==> config.mk <==
export PLATFORM = sky130hd
export DESIGN_NAME = serial_line_editor
export DESIGN_NICKNAME = d
export VERILOG_FILES = /design/src/rtl/sle_pkg.sv /design/src/rtl/sle_front.sv /design/src/rtl/sle_queue.sv /design/src/rtl/sle_back.sv /design/src/rtl/serial_line_editor.sv
export SDC_FILE = /design/constraint.sdc
export NUM_CORES = 1
export LEC_CHECK = 0
export ABC_AREA = 1
export BUFFER_PORTS_ARGS = -buffer_cell sky130_fd_sc_hd__buf_2
export CAP_MARGIN = 20
export CORE_MARGIN = 2
export CORE_UTILIZATION = 35
export DETAILED_ROUTE_END_ITERATION = 10
export GPL_TIMING_DRIVEN = 0
export PLACE_DENSITY = 0.6
export SETUP_SLACK_MARGIN = 0.3
export SLEW_MARGIN = 20
export SYNTH_ARGS = -nofsm -noshare
export SYNTH_HDL_FRONTEND = slang
export SYNTH_SLANG_ARGS = --single-unit
==> constraint.sdc <==
create_clock -name clk_i -period 3.34 [get_ports clk_i]
set_input_delay 0 -clock clk_i [delete_from_list [all_inputs] [get_ports clk_i]]
set_output_delay 0 -clock clk_i [all_outputs]
set_load 0.01 [all_outputs]
==> src/rtl/sle_pkg.sv <==
// shared types, codes and constants for the serial line editor
`default_nettype none

package sle_pkg;

  // default line store depth
  localparam int unsigned LineCapacityDef = 16;

  // command queue between front and back
  localparam int unsigned QueueDepth = 2;
  localparam int unsigned QueuePtrW  = (QueueDepth > 1) ? $clog2(QueueDepth) : 1;
  localparam int unsigned QueueCntW  = $clog2(QueueDepth + 1);

  // operation codes of an input transaction
  localparam logic OP_RECEIVE = 1'b0;
  localparam logic OP_SERVICE = 1'b1;

  // result kinds
  localparam logic [2:0] KIND_ECHO = 3'd0;
  localparam logic [2:0] KIND_LINE = 3'd1;
  localparam logic [2:0] KIND_END  = 3'd2;
  localparam logic [2:0] KIND_OVF  = 3'd3;
  localparam logic [2:0] KIND_TAB  = 3'd4;

  // byte values that matter
  localparam logic [6:0] CHAR_BS      = 7'd8;
  localparam logic [6:0] CHAR_TAB     = 7'd9;
  localparam logic [6:0] CHAR_CR      = 7'd13;
  localparam logic [6:0] CHAR_ESC     = 7'd27;
  localparam logic [6:0] CHAR_SPACE   = 7'd32;
  localparam logic [6:0] CHAR_BRACKET = 7'd91;
  localparam logic [6:0] CHAR_UP      = 7'd65;
  localparam logic [6:0] CHAR_DOWN    = 7'd66;
  localparam logic [6:0] CHAR_RIGHT   = 7'd67;
  localparam logic [6:0] CHAR_LEFT    = 7'd68;

  // pending event codes
  typedef enum logic [2:0] {
    EV_NONE      = 3'd0,
    EV_BACKSPACE = 3'd1,
    EV_TAB       = 3'd2,
    EV_ENTER     = 3'd3,
    EV_UP        = 3'd4,
    EV_DOWN      = 3'd5,
    EV_OVERFLOW  = 3'd6
  } event_e;

  // byte class worked out by the front end
  typedef enum logic [2:0] {
    CLS_SERVICE = 3'd0,
    CLS_PRINT   = 3'd1,
    CLS_ESC     = 3'd2,
    CLS_BS      = 3'd3,
    CLS_TAB     = 3'd4,
    CLS_CR      = 3'd5,
    CLS_CTRL    = 3'd6
  } class_e;

  // back end sequencer states
  typedef enum logic [2:0] {
    S_IDLE = 3'd0,
    S_BS   = 3'd1,
    S_UP   = 3'd2,
    S_ECHO = 3'd3,
    S_LINE = 3'd4,
    S_END  = 3'd5
  } state_e;

  typedef struct packed {
    logic       operation;
    logic [7:0] rx_byte;
  } in_item_t;

  typedef struct packed {
    logic [2:0] kind;
    logic [6:0] character;
    logic [4:0] line_length;
    logic       last;
  } out_item_t;

  // classified command handed from front to back
  typedef struct packed {
    class_e     cls;
    logic [6:0] character;
  } cmd_t;

endpackage

`default_nettype wire

==> src/rtl/sle_front.sv <==
// front end: accepts input transactions, drops high bytes and classifies the rest
`default_nettype none

module sle_front (
  input  wire logic             clk_i,
  input  wire logic             rst_ni,
  input  wire logic             in_valid_i,
  output logic                  in_stall_o,
  input  wire sle_pkg::in_item_t in_data_i,
  output logic                  push_o,
  output sle_pkg::cmd_t         push_cmd_o,
  input  wire logic             queue_full_i
);
  import sle_pkg::*;

  logic accept;
  logic unused_clk;

  // the front end is purely combinational
  assign unused_clk = clk_i ^ rst_ni;

  // stall while the queue has no room
  assign in_stall_o = queue_full_i;
  assign accept     = in_valid_i && !queue_full_i;

  // classify the byte
  always_comb begin
    push_cmd_o.character = in_data_i.rx_byte[6:0];
    push_o               = 1'b0;
    if (in_data_i.operation == OP_SERVICE) begin
      push_cmd_o.cls = CLS_SERVICE;
    end else if (in_data_i.rx_byte[6:5] != 2'b00) begin
      push_cmd_o.cls = CLS_PRINT;
    end else begin
      case (in_data_i.rx_byte[6:0])
        CHAR_ESC: push_cmd_o.cls = CLS_ESC;
        CHAR_BS:  push_cmd_o.cls = CLS_BS;
        CHAR_TAB: push_cmd_o.cls = CLS_TAB;
        CHAR_CR:  push_cmd_o.cls = CLS_CR;
        default:  push_cmd_o.cls = CLS_CTRL;
      endcase
    end
    // received bytes above 127 are always dropped, so they never reach the queue
    if (accept && !(in_data_i.operation == OP_RECEIVE && in_data_i.rx_byte[7])) begin
      push_o = 1'b1;
    end
  end

endmodule

`default_nettype wire

==> src/rtl/sle_queue.sv <==
// short command queue between the front and back ends
`default_nettype none

module sle_queue (
  input  wire logic           clk_i,
  input  wire logic           rst_ni,
  input  wire logic           push_i,
  input  wire sle_pkg::cmd_t  push_cmd_i,
  output logic                full_o,
  input  wire logic           pop_i,
  output logic                valid_o,
  output sle_pkg::cmd_t       head_o
);
  import sle_pkg::*;

  cmd_t                 slot_q [QueueDepth];
  logic [QueuePtrW-1:0] wr_ptr_q, wr_ptr_d;
  logic [QueuePtrW-1:0] rd_ptr_q, rd_ptr_d;
  logic [QueueCntW-1:0] count_q, count_d;
  logic                 do_push, do_pop;

  assign full_o  = (count_q == QueueCntW'(QueueDepth));
  assign valid_o = (count_q != '0);
  assign head_o  = slot_q[rd_ptr_q];
  assign do_push = push_i && !full_o;
  assign do_pop  = pop_i && valid_o;

  // pointer and fill count
  always_comb begin
    wr_ptr_d = wr_ptr_q;
    rd_ptr_d = rd_ptr_q;
    count_d  = count_q;
    if (do_push) begin
      wr_ptr_d = (wr_ptr_q == QueuePtrW'(QueueDepth - 1)) ? '0 : wr_ptr_q + QueuePtrW'(1);
    end
    if (do_pop) begin
      rd_ptr_d = (rd_ptr_q == QueuePtrW'(QueueDepth - 1)) ? '0 : rd_ptr_q + QueuePtrW'(1);
    end
    if (do_push && !do_pop) begin
      count_d = count_q + QueueCntW'(1);
    end else if (do_pop && !do_push) begin
      count_d = count_q - QueueCntW'(1);
    end
  end

  always_ff @(posedge clk_i or negedge rst_ni) begin
    if (!rst_ni) begin
      wr_ptr_q <= '0;
      rd_ptr_q <= '0;
      count_q  <= '0;
    end else begin
      wr_ptr_q <= wr_ptr_d;
      rd_ptr_q <= rd_ptr_d;
      count_q  <= count_d;
    end
  end

  // payload slots
  always_ff @(posedge clk_i) begin
    if (do_push) begin
      slot_q[wr_ptr_q] <= push_cmd_i;
    end
  end

endmodule

`default_nettype wire

==> src/rtl/sle_back.sv <==
// back end: editor state, line store and the result sequencer
`default_nettype none

module sle_back #(
  parameter int unsigned LINE_CAPACITY = sle_pkg::LineCapacityDef
) (
  input  wire logic             clk_i,
  input  wire logic             rst_ni,
  input  wire logic             cmd_valid_i,
  input  wire sle_pkg::cmd_t    cmd_i,
  output logic                  cmd_pop_o,
  output logic                  out_valid_o,
  input  wire logic             out_stall_i,
  output sle_pkg::out_item_t    out_data_o
);
  import sle_pkg::*;

  localparam int unsigned IdxW = (LINE_CAPACITY > 1) ? $clog2(LINE_CAPACITY) : 1;

  state_e     state_q, state_d;
  logic       pend_q, pend_d;
  event_e     code_q, code_d;
  logic [1:0] esc_q, esc_d;
  logic [4:0] len_q, len_d;
  logic [4:0] prev_q, prev_d;
  logic [4:0] shown_q, shown_d;
  logic [4:0] idx_q, idx_d;
  logic       up_mode_q, up_mode_d;
  logic       out_valid_q, out_valid_d;
  out_item_t  out_q, out_d;

  logic [6:0] store_q [LINE_CAPACITY];
  logic       wr_en;
  logic [6:0] wr_char;
  logic [4:0] rd_sel;
  logic [6:0] rd_char;
  logic       can_emit;
  logic       emit;
  out_item_t  res;
  logic [4:0] new_prev;
  logic       normal;

  assign out_valid_o = out_valid_q;
  assign out_data_o  = out_q;
  assign can_emit    = !out_valid_q || !out_stall_i;

  // single read port of the line store
  always_comb begin
    case (state_q)
      S_ECHO, S_LINE: rd_sel = idx_q;
      S_UP:           rd_sel = prev_q - 5'd1;
      default:        rd_sel = shown_q;
    endcase
  end
  assign rd_char = store_q[rd_sel[IdxW-1:0]];

  // next state, editor state and results
  always_comb begin
    state_d     = state_q;
    pend_d      = pend_q;
    code_d      = code_q;
    esc_d       = esc_q;
    len_d       = len_q;
    prev_d      = prev_q;
    shown_d     = shown_q;
    idx_d       = idx_q;
    up_mode_d   = up_mode_q;
    cmd_pop_o   = 1'b0;
    emit        = 1'b0;
    res         = '0;
    wr_en       = 1'b0;
    wr_char     = cmd_i.character;
    new_prev    = prev_q;
    normal      = 1'b0;

    case (state_q)
      S_IDLE: begin
        if (cmd_valid_i && can_emit) begin
          cmd_pop_o = 1'b1;
          if (cmd_i.cls == CLS_SERVICE) begin
            if (!pend_q) begin
              // echo one unshown character
              if (shown_q < len_q) begin
                emit          = 1'b1;
                res.kind      = KIND_ECHO;
                res.character = rd_char;
                res.last      = 1'b1;
                shown_d       = shown_q + 5'd1;
              end
            end else begin
              pend_d = 1'b0;
              case (code_q)
                EV_BACKSPACE: begin
                  len_d   = (len_q != '0) ? len_q - 5'd1 : len_q;
                  shown_d = (len_q != '0) ? len_q - 5'd1 : len_q;
                  idx_d   = '0;
                  state_d = S_BS;
                end
                EV_TAB: begin
                  emit     = 1'b1;
                  res.kind = KIND_TAB;
                  res.last = 1'b1;
                end
                EV_ENTER: begin
                  idx_d   = '0;
                  state_d = (len_q == '0) ? S_END : S_LINE;
                end
                EV_UP: begin
                  if (len_q == '0) begin
                    state_d = S_UP;
                  end
                end
                EV_DOWN: begin
                  if (len_q == '0) begin
                    len_d     = prev_q;
                    shown_d   = prev_q;
                    idx_d     = '0;
                    up_mode_d = 1'b0;
                    state_d   = (prev_q == '0) ? S_END : S_ECHO;
                  end
                end
                EV_OVERFLOW: begin
                  emit     = 1'b1;
                  res.kind = KIND_OVF;
                  res.last = 1'b1;
                  prev_d   = len_q;
                  len_d    = '0;
                end
                default: begin
                end
              endcase
            end
          end else if (!pend_q) begin
            // escape prefix tracking
            if (esc_q == 2'd1) begin
              if (cmd_i.character == CHAR_BRACKET) begin
                esc_d = 2'd2;
              end else begin
                esc_d  = '0;
                normal = 1'b1;
              end
            end else if (esc_q == 2'd2) begin
              esc_d = '0;
              case (cmd_i.character)
                CHAR_UP: begin
                  pend_d = 1'b1;
                  code_d = EV_UP;
                end
                CHAR_DOWN: begin
                  pend_d = 1'b1;
                  code_d = EV_DOWN;
                end
                CHAR_RIGHT, CHAR_LEFT: begin
                  pend_d = 1'b1;
                  code_d = EV_NONE;
                end
                default: begin
                end
              endcase
            end else begin
              normal = 1'b1;
            end
            // ordinary byte
            if (normal) begin
              case (cmd_i.cls)
                CLS_ESC: esc_d = 2'd1;
                CLS_BS: begin
                  pend_d = 1'b1;
                  code_d = EV_BACKSPACE;
                end
                CLS_TAB: begin
                  pend_d = 1'b1;
                  code_d = EV_TAB;
                end
                CLS_CR: begin
                  pend_d = 1'b1;
                  code_d = EV_ENTER;
                end
                CLS_PRINT: begin
                  if (len_q >= 5'(LINE_CAPACITY)) begin
                    pend_d = 1'b1;
                    code_d = EV_OVERFLOW;
                  end else begin
                    wr_en = 1'b1;
                    len_d = len_q + 5'd1;
                  end
                end
                default: begin
                  pend_d = 1'b1;
                  code_d = EV_NONE;
                end
              endcase
            end
          end
        end
      end
      S_BS: begin
        // backspace, space, backspace
        if (can_emit) begin
          emit          = 1'b1;
          res.kind      = KIND_ECHO;
          res.character = (idx_q == 5'd1) ? CHAR_SPACE : CHAR_BS;
          res.last      = (idx_q == 5'd2);
          idx_d         = idx_q + 5'd1;
          if (idx_q == 5'd2) begin
            state_d = S_IDLE;
          end
        end
      end
      S_UP: begin
        // trim a trailing space from the history line, then recall it
        if (prev_q != '0 && rd_char == CHAR_SPACE) begin
          new_prev = prev_q - 5'd1;
        end
        prev_d    = new_prev;
        len_d     = new_prev;
        shown_d   = new_prev;
        idx_d     = '0;
        up_mode_d = 1'b1;
        state_d   = (new_prev == '0) ? S_IDLE : S_ECHO;
      end
      S_ECHO: begin
        if (can_emit) begin
          emit          = 1'b1;
          res.kind      = KIND_ECHO;
          res.character = rd_char;
          res.last      = up_mode_q && (idx_q == len_q - 5'd1);
          idx_d         = idx_q + 5'd1;
          if (idx_q == len_q - 5'd1) begin
            if (up_mode_q) begin
              state_d = S_IDLE;
            end else begin
              idx_d   = '0;
              state_d = S_LINE;
            end
          end
        end
      end
      S_LINE: begin
        if (can_emit) begin
          emit          = 1'b1;
          res.kind      = KIND_LINE;
          res.character = rd_char;
          idx_d         = idx_q + 5'd1;
          if (idx_q == len_q - 5'd1) begin
            state_d = S_END;
          end
        end
      end
      S_END: begin
        if (can_emit) begin
          emit            = 1'b1;
          res.kind        = KIND_END;
          res.line_length = len_q;
          res.last        = 1'b1;
          if (len_q != '0) begin
            prev_d = len_q;
          end
          len_d   = '0;
          shown_d = '0;
          state_d = S_IDLE;
        end
      end
      default: begin
        state_d = S_IDLE;
      end
    endcase
  end

  // output register
  always_comb begin
    out_valid_d = out_valid_q;
    out_d       = out_q;
    if (emit) begin
      out_valid_d = 1'b1;
      out_d       = res;
    end else if (!out_stall_i) begin
      out_valid_d = 1'b0;
    end
  end

  always_ff @(posedge clk_i or negedge rst_ni) begin
    if (!rst_ni) begin
      state_q     <= S_IDLE;
      pend_q      <= 1'b0;
      code_q      <= EV_NONE;
      esc_q       <= '0;
      len_q       <= '0;
      prev_q      <= '0;
      shown_q     <= '0;
      idx_q       <= '0;
      up_mode_q   <= 1'b0;
      out_valid_q <= 1'b0;
    end else begin
      state_q     <= state_d;
      pend_q      <= pend_d;
      code_q      <= code_d;
      esc_q       <= esc_d;
      len_q       <= len_d;
      prev_q      <= prev_d;
      shown_q     <= shown_d;
      idx_q       <= idx_d;
      up_mode_q   <= up_mode_d;
      out_valid_q <= out_valid_d;
    end
  end

  // payload registers
  always_ff @(posedge clk_i) begin
    out_q <= out_d;
    if (wr_en) begin
      store_q[len_q[IdxW-1:0]] <= wr_char;
    end
  end

endmodule

`default_nettype wire

==> src/rtl/serial_line_editor.sv <==
// Serial line editor: byte receiver with arrow-key escapes, line store and history.
// Receive, echo, tab and overflow transactions register their result at the edge that
// takes the command. Backspace, enter and down give their first result from the state
// they pass to (S_BS, S_LINE, S_ECHO or S_END), recall via S_UP; then one result a cycle
// while the output is not stalled. A two-entry queue decouples input from the back end.
// Reset clears all control state; the line store is left unset until written.
`default_nettype none

module serial_line_editor #(
  parameter int unsigned LINE_CAPACITY = sle_pkg::LineCapacityDef
) (
  input  wire logic               clk_i,
  input  wire logic               rst_ni,
  input  wire logic               in_valid_i,
  output logic                    in_stall_o,
  input  wire sle_pkg::in_item_t  in_data_i,
  output logic                    out_valid_o,
  input  wire logic               out_stall_i,
  output sle_pkg::out_item_t      out_data_o
);
  import sle_pkg::*;

  logic push;
  cmd_t push_cmd;
  logic queue_full;
  logic cmd_valid;
  cmd_t cmd;
  logic cmd_pop;

  // classification of incoming transactions
  sle_front u_front (
    .clk_i        (clk_i),
    .rst_ni       (rst_ni),
    .in_valid_i   (in_valid_i),
    .in_stall_o   (in_stall_o),
    .in_data_i    (in_data_i),
    .push_o       (push),
    .push_cmd_o   (push_cmd),
    .queue_full_i (queue_full)
  );

  // command queue
  sle_queue u_queue (
    .clk_i      (clk_i),
    .rst_ni     (rst_ni),
    .push_i     (push),
    .push_cmd_i (push_cmd),
    .full_o     (queue_full),
    .pop_i      (cmd_pop),
    .valid_o    (cmd_valid),
    .head_o     (cmd)
  );

  // editor state and result sequencing
  sle_back #(
    .LINE_CAPACITY (LINE_CAPACITY)
  ) u_back (
    .clk_i       (clk_i),
    .rst_ni      (rst_ni),
    .cmd_valid_i (cmd_valid),
    .cmd_i       (cmd),
    .cmd_pop_o   (cmd_pop),
    .out_valid_o (out_valid_o),
    .out_stall_i (out_stall_i),
    .out_data_o  (out_data_o)
  );

endmodule

`default_nettype wire

==> flow_summary.json <==
{
  "synth_seq_area_share_pct": 56.82,
  "finClkSkew_ns": 0.01965,
  "drt_wl_total_um": 28260,
  "grt-ovfl-total": 0,
  "diodes": 0,
  "period_share_pct": 90.96,
  "ys_top_cells_by_area": "edfxtp_1, dfrtp_1, nand2_1",
  "criticalPathCategory": "register to register",
  "synthMuxAreaShare_pct": 0,
  "hold_depth": 4,
  "die_width_um": 167.6,
  "clock_path_buffers": 2,
  "ant_nets": 0,
  "avgViaCountPerCell": 5.341,
  "grt_first_pass_wirelength_um": 42300,
  "postLayoutCoreUtil_pct": 45.94,
  "fin_crit_ns": 3.038,
  "status": "complete, no violations",
  "die_height_um": 167.6,
  "ys_warn_count": 0,
  "path_max_fanout": 5,
  "synth_nets": 1038,
  "synthXorXnorAreaFrac_pct": 1.590,
  "start_kind": "register",
  "end_kind": "register",
  "gp_congestion": 0.9193,
  "root_buffer": "clkbuf_16",
  "route.vias.total": 7782,
  "hpwl_um": 18850,
  "rows": 59,
  "synth_compound_area_share_pct": 7.617,
  "r2r_cells": 25,
  "synth_top_cell_area_share_pct": 47.47,
  "cts_buffers": 17,
  "synthAdderAreaFrac_pct": 1.871,
  "cts_sinks": 183,
  "ios": 31,
  "synthSimpleGateAreaFrac_pct": 24.47,
  "avgSynthCellArea_um2": 9.261,
  "final_nets": 1136,
  "place_ws_ns": -0.6905,
  "finalHoldViolations": 0,
  "clkSlewWorstSetupHoldPaths_ns": 0.08,
  "final-setup-viol-count": 0,
  "grt_start_max_net_pins": 36,
  "maxCapViolCount": 0,
  "grt_pass1_vias": 7347,
  "drtIter0Drc": 921,
  "layout_commonest_cell": "nand2_1",
  "ys_ff_latch": 183,
  "ys_types": 44,
  "synth_edf_count": 148,
  "drt_pass1_iterations": 6,
  "clk_latency_ns": 0.44,
  "grt_setup_unrepaired": "true",
  "syn_inst": 1011,
  "wl_per_cell_um": 19.39,
  "synth_top_family_by_area": "simple AND/OR/NAND/NOR gates",
  "antenna_found_initial": 0,
  "drv_slew": 0,
  "drive_gt1_share_pct": 26.02,
  "yosys_most_used_dff": "edfxtp_1",
  "syn_area_um2": 9363,
  "setup-tns-final_ns": 0,
  "hp-class": "input port to register",
  "numPortBuffers": 30,
  "dieArea_um2": 28070,
  "crit_required_ns": 3.68,
  "setup_slack_ns": 0.3021,
  "worst_pin_slew_ns": 0.9066,
  "cp_data_arrival_time_ns": 3.38,
  "max_freq_ghz": 0.3292,
  "start_util_pct": 35.83,
  "grt_usage_pct": 19.84,
  "synth_top_area_cell": "edfxtp_1",
  "drcViolationCount": 0,
  "place_inst": 1376,
  "htree_levels": 4,
  "cts_tree": "yes",
  "core_um2": 26130,
  "slew_headroom_pct": 39.56,
  "stdcell_count": 1457,
  "synthArstFlopShare_pct": 19.13,
  "final_cell_mix": "nand2_1, edfxtp_1, inv_1",
  "area_growth_syn_to_layout_pct": 28.22
}
## worst max-delay path, stage by stage (launching register included)
cell and delay (ns):
dfrtp_2 0.45, buf_6 0.14, nand3_4 0.11, nand2_4 0.09, a21oi_4 0.27, nand2_4 0.11, clkbuf_16 0.18, buf_12 0.14
nand2_2 0.06, nand2_2 0.08, nand2_1 0.06, nand3_1 0.06, nand3_1 0.09, nand2_2 0.09, nor2_2 0.10, nand2_2 0.10
inv_2 0.08, nand2_4 0.08, nand2_2 0.07, nand2_2 0.05, nor2_1 0.09, nand2_1 0.08, nand2_2 0.14, nand3_2 0.08
nand2_1 0.08, nand2_1 0.05
## cell families (layout without fill, tap and decap cells)
logic type,count (synthesis),count (layout)
simple gates,513,513
fa+ha+maj,14,14
buf+inv,168,279
flops,183,183
compound gates,116,116
xor+xnor,17,17
## cell type report
| class | instances | area [µm²] |
|---|---|---|
| Fill cell | 2444 | 14130 |
| Sequential cell | 183 | 5325 |
| Multi-Input combinational cell | 660 | 4003 |
| Timing Repair Buffer | 79 | 747.0 |
| Inverter | 137 | 529.3 |
| Clock buffer | 17 | 425.4 |
| Tap cell | 335 | 419.2 |
| Buffer | 31 | 347.8 |
| Clock inverter | 15 | 209.0 |
## per-layer routing
layer,vias to the layer above,global-route usage (%),routed length [µm]
met1,3796,27.80,12450
met4,0,6.427,667
met5,-,0,0
li1,3641,-,-
met3,46,4.514,2034
met2,299,30.58,13100
## repair_timing
action	in CTS	in global routing
gates cloned	0	6
resized for setup	93	140
hold endpoints to repair	55	1
setup endpoints to repair	152	154
setup buffers	16	17
pin swaps	14	30
hold buffers	9	1
## path summary, 6_finish.rpt
| kind | slack [ns] | startpoint | to |
|---|---|---|---|
| max in group asynchronous | 2.49 | rst_ni | u_back.state_q[0] |
| worst min register to register | 0.49 | u_back.up_mode_q | u_back.up_mode_q |
| min in group asynchronous | 0.23 | rst_ni | u_back.len_q[3] |
| worst max-delay path | 0.30 | u_back.state_q[0] | u_back.state_q[1] |
| worst max register to register | 0.30 | u_back.state_q[0] | u_back.state_q[1] |
| worst min-delay path | 0.04 | in_data_i[7] | u_queue.wr_ptr_q |
## cells in the mapped netlist, types with 2 or more instances
cell and instances:
a21oi_1 34, edfxtp_1 148, nand4_1 6, xor2_1 13, nand2_1 211, buf_2 10
clkinv_1 2, nand3_1 151, ha_1 14, nand3_2 2, o21ai_0 34, a31oi_1 4
nor3_1 17, a211oi_1 3, o21a_1 2, dfrtp_1 35, a22oi_1 14, buf_4 11
clkbuf_1 6, nand3b_1 18, or2_2 9, inv_1 127, nand2_2 6, nor2_2 2
xnor2_1 4, a311oi_1 2, o211ai_1 2, o22ai_1 8, o2111ai_1 2, nor2_1 89
a21boi_0 2, inv_2 8, buf_6 4
## stage by stage
stage | area (µm²) | hold slack [ns]
after global placement | 9932 | 0.1735
after global routing | 12010 | 0.04936
final | 12010 | 0.04151
after CTS | 11190 | 0.03025
after detailed placement | 9932 | 0.1935
after floorplan | 9363 | -0.2956
## registers in the layout, indices dropped and copies added (netlist names), 2 cells and up
register           cells
u_back.len_q           5
u_back.code_q          3
u_back.esc_q           2
u_back.state_q         3
u_back.prev_q          5
u_back.out_data_o     16
u_queue.slot_q        20
u_back.shown_q         5
u_queue.count_q        2
u_back.store_q       112
u_back.idx_q           5
Power is not shown: default switching activity piles up to over one toggle a cycle in this logic, so the estimate is an artifact.
